<file path="src/sv/obte_ram.sv">
// Simple dual-port synchronous RAM with a registered read port.
// Generic; used for the order table and the ledger.
`timescale 1ns / 1ps
`default_nettype none
module obte_ram #(
   parameter int WIDTH = 8,
   parameter int DEPTH = 16,
   parameter int AW    = (DEPTH > 1) ? $clog2(DEPTH) : 1
) (
   input  wire logic             clock,
   input  wire logic             wr_en,
   input  wire logic [AW-1:0]    wr_addr,
   input  wire logic [WIDTH-1:0] wr_data,
   input  wire logic [AW-1:0]    rd_addr,
   output logic      [WIDTH-1:0] rd_data
);

   logic [WIDTH-1:0] mem [DEPTH];

   always_ff @(posedge clock) begin
      if (wr_en) begin
         mem[wr_addr] <= wr_data;
      end
      rd_data <= mem[rd_addr];
   end

endmodule
`default_nettype wire

</file>
<file path="config.mk">
export PLATFORM = sky130hd
export DESIGN_NAME = obte_ram
export DESIGN_NICKNAME = d
export VERILOG_FILES = /design/src/sv/obte_ram.sv
export SDC_FILE = /design/constraint.sdc
export NUM_CORES = 1
export LEC_CHECK = 0
export ABC_AREA = 0
export BUFFER_PORTS_ARGS = -buffer_cell sky130_fd_sc_hd__buf_4
export CORE_MARGIN = 3
export CORE_UTILIZATION = 55
export CTS_BUF_LIST = sky130_fd_sc_hd__clkbuf_4 sky130_fd_sc_hd__clkbuf_8
export CTS_CLUSTER_DIAMETER = 50
export DETAILED_ROUTE_END_ITERATION = 8
export PLACE_DENSITY = 0.81
export SLEW_MARGIN = 20
export SYNTH_ARGS = -nofsm -noshare
export SYNTH_HDL_FRONTEND = slang
export SYNTH_SLANG_ARGS = --single-unit
</file>
<file path="constraint.sdc">
create_clock -name clock -period 3.8 [get_ports clock]
set_input_delay 0.76 -clock clock [delete_from_list [all_inputs] [get_ports clock]]
set_output_delay 0.76 -clock clock [all_outputs]
set_load 0.005 [all_outputs]
</file>
==> metrics <==
status finished clean; adder-cell share of the synthesized area 0%; Post-CTS Resized 0; post-synthesis cell type count 19; P_int 0.002460 W; routed vias/inst approximately 6.2; Fin Setup TNS 0 ns; initial core utilization 57.89%; P_sw approximately 0.00064 W; Die ar. roughly 0.011 mm²; Clk pwr share 40.7%; hold-fix buffers at CTS 0; max cap viols 0; switching share of total power around a fifth; FF-to-FF End rd_data[4]; Seq/Total Area, Yosys 77.78%; number of CTS-inserted buffers 17; post-route ant nets 0; worst path arrival time between 2 and 2.5 ns; core area about 0.0089 mm²; # Post-CTS Setup Buffers 0; initial antenna violation count 0; syn_area_per_cell 22.48 µm²; # DRC 0; LEAKAGE just under 2 nW; Tot Pwr between 0.003 and 0.004 W; Post-Synth Simple-Gate Area under 10%; slowest CP cell nor2_1; main combinational cell family by area after synthesis multiplexers; synthesized cell area 0.005147 mm²; crit-path max cell delay between 0.6 and 0.7 ns; register bit count reported by yosys ~140; required time worst endpoint slightly below 4 ns; worst setup margin approximately 1.8 ns; placed cells 355; Worst-Skew Late Latency between 0.4 and 0.5 ns; final wirelength roughly 9400 µm; FF-to-FF Start mem[0][4]; final setup fails 0; layout cell share with drive strength beyond 1 ~28%; DR pass1 iterations 6; CTS tree done; Antenna Cells 0; First DRT Iteration DRCs 235; mux share of post-synthesis cell area roughly 15%; drt wl/cell ~24 µm; clock root buffer clkbuf_8; CP Class input port to flip-flop; largest net degree at the start of global routing 33; total grt overflow 0; Yosys warning count 0; via count between 2k and 2.5k; Critical Path Fanout Max 8; clk sinks ~140; Non-Filler Instances 387; placed wire-length estimate ~5700 µm; Synth Area in XOR/XNOR 0%; Tightest Hold Check Type input port to flip-flop; CP endpoint mem[1][0]; Fin. Hold Viols 0; Synth Instances approximately 230; gr usage total slightly above 20%; gpl congestion roughly 0.76; Slew @ Worst Pin roughly 0.97 ns; post-layout min period 2.024 ns; clock-pin transition on the worst setup and hold timing paths 0.08 ns; num rows 34; num ports 26; Post-Syn Nets roughly 250; Die Y approximately 100 µm; RSZ-0062 raised after global routing no; Setup Skew 0.01074 ns; Port Buffers 25; buffer depth of the longest clock path 2; Peak VDD IR roughly 0.00037 V; PD cells between 500 and 600 mW/mm²; H-tree Lvls 4; FILL cells ~540; Critical path origin wr_addr[2]; worst r2r path cells 3; Logic pwr share approximately 5.0%; nets@finish about 280; Critical Path, Cell by Cell buf_4, or3b_2, nor2_1; first-pass GRT wire length about 15000 µm; Period Utilization, post-route approximately 53%; Seq pwr share between 50% and 60%; setup slack, reg-to-reg 2.43 ns; vias in the first global route roughly 2.4k; dpl ws roughly 1.2 ns; hold path depth 1; Slew headroom between 30% and 40%; CP Launch Type input port; fmax 494.2 MHz; Area Growth Syn to Fin 13.59%; DIE WIDTH just over 100 µm; Crit. End Element flip-flop; Synth Area in Compound Gates 2.333%; Final Slew Violations 0
## placed cells by master, fill, tap and decap left out
master and count:
and2_1 1, mux4_1 14, clkinv_1 2, nor3_1 3
mux4_2 18, clkinv_4 4, clkinvlp_4 4, and2b_1 1
nor3_2 1, nand3b_1 2, inv_6 1, nor2b_1 1
clkbuf_8 17, nor2_1 13, dfxtp_1 8, nand2b_1 2
or3b_2 1, edfxtp_1 128, nand2_1 9, a22oi_1 16
buf_4 28, nand3_1 1, bufinv_16 4
## cell families (layout without fill, tap and decap cells)
family          count (synthesis)  count (layout)
compound gates                 16              16
mux                            32              32
buf+inv                        10              60
flops                         136             136
simple gates                   35              35
## final cells by class
cell class | count | area (µm²) | share of cell area (%)
clock buffer | 17 | 234.0 | 4.002
clock inverter | 15 | 201.4 | 3.445
multi-input combinational | 83 | 1062 | 18.17
sequential | 136 | 4004 | 68.48
tap | 108 | 135.1 | 2.311
timing repair buffer | 28 | 210.2 | 3.595
## cells in the mapped netlist, drive strengths merged
| library cell | n | area share [%] |
|---|---|---|
| nor3 | 4 | 0.39 |
| buf | 7 | 1.1 |
| or3b | 1 | 0.17 |
| dfxtp | 8 | 3.1 |
| nand2b | 2 | 0.24 |
| nand3 | 1 | 0.097 |
| a22oi | 16 | 2.3 |
| and2 | 1 | 0.12 |
| edfxtp | 128 | 75 |
| nor2b | 1 | 0.12 |
| nand3b | 2 | 0.29 |
| clkdlybuf4s25 | 3 | 0.58 |
| mux4 | 32 | 15 |
| nand2 | 9 | 0.66 |
| nor2 | 13 | 0.95 |
| and2b | 1 | 0.15 |
## critical path, delay by kind of cell
kind / cells / cell delay, ns
buffers and inverters: 1 / 0.13
AND/OR/NAND/NOR: 2 / 1.18
## power groups by stage
stage | registers (W) | logic (W) | clock network [W]
finish | 0.00168 | 0.000155 | 0.00126
detailed placement | 0.00172 | 0.000156 | 0
CTS | 0.00168 | 0.000156 | 0.00128
global route | 0.00169 | 0.000168 | 0.00135
floorplan | 0.00172 | 0.0000851 | 0
global placement | 0.00172 | 0.000151 | 0
## flip-flops by register name, indices dropped and copies added, names as in the netlist
name     cells
mem        128
rd_data      8
## how the worst min path moves through the flow
stage / end / from / slack, ns
2_1_floorplan: rd_data[0] / mem[7][0] / 0.63
3_3_place_gp: rd_data[7] / mem[12][7] / 0.65
3_5_place_dp: rd_data[7] / mem[14][7] / 0.66
4_1_cts: mem[5][6] / wr_data[6] / 0.61
5_1_grt: mem[15][6] / wr_data[6] / 0.63
6_report: mem[12][6] / wr_data[6] / 0.64
## routing by layer
layer	part of all wire (%)	track usage (%)	vias up
met5	0	0	-
met3	7.5	5.819	14
met1	43	29.92	1210
li1	-	-	1049
met2	48	30.09	120
met4	1.1	5.777	0
## stage by stage
stage,hold WS (ns),area (µm²),util (%)
2_1_floorplan,0.6293,5147,-
3_3_place_gp,0.6476,5406,60.81
3_5_place_dp,0.6600,5406,60.81
4_1_cts,0.6149,5842,65.71
5_1_grt,0.6291,5847,65.76
6_report,0.6379,5847,65.76
Note: power is estimated with default switching activity, not from simulation.
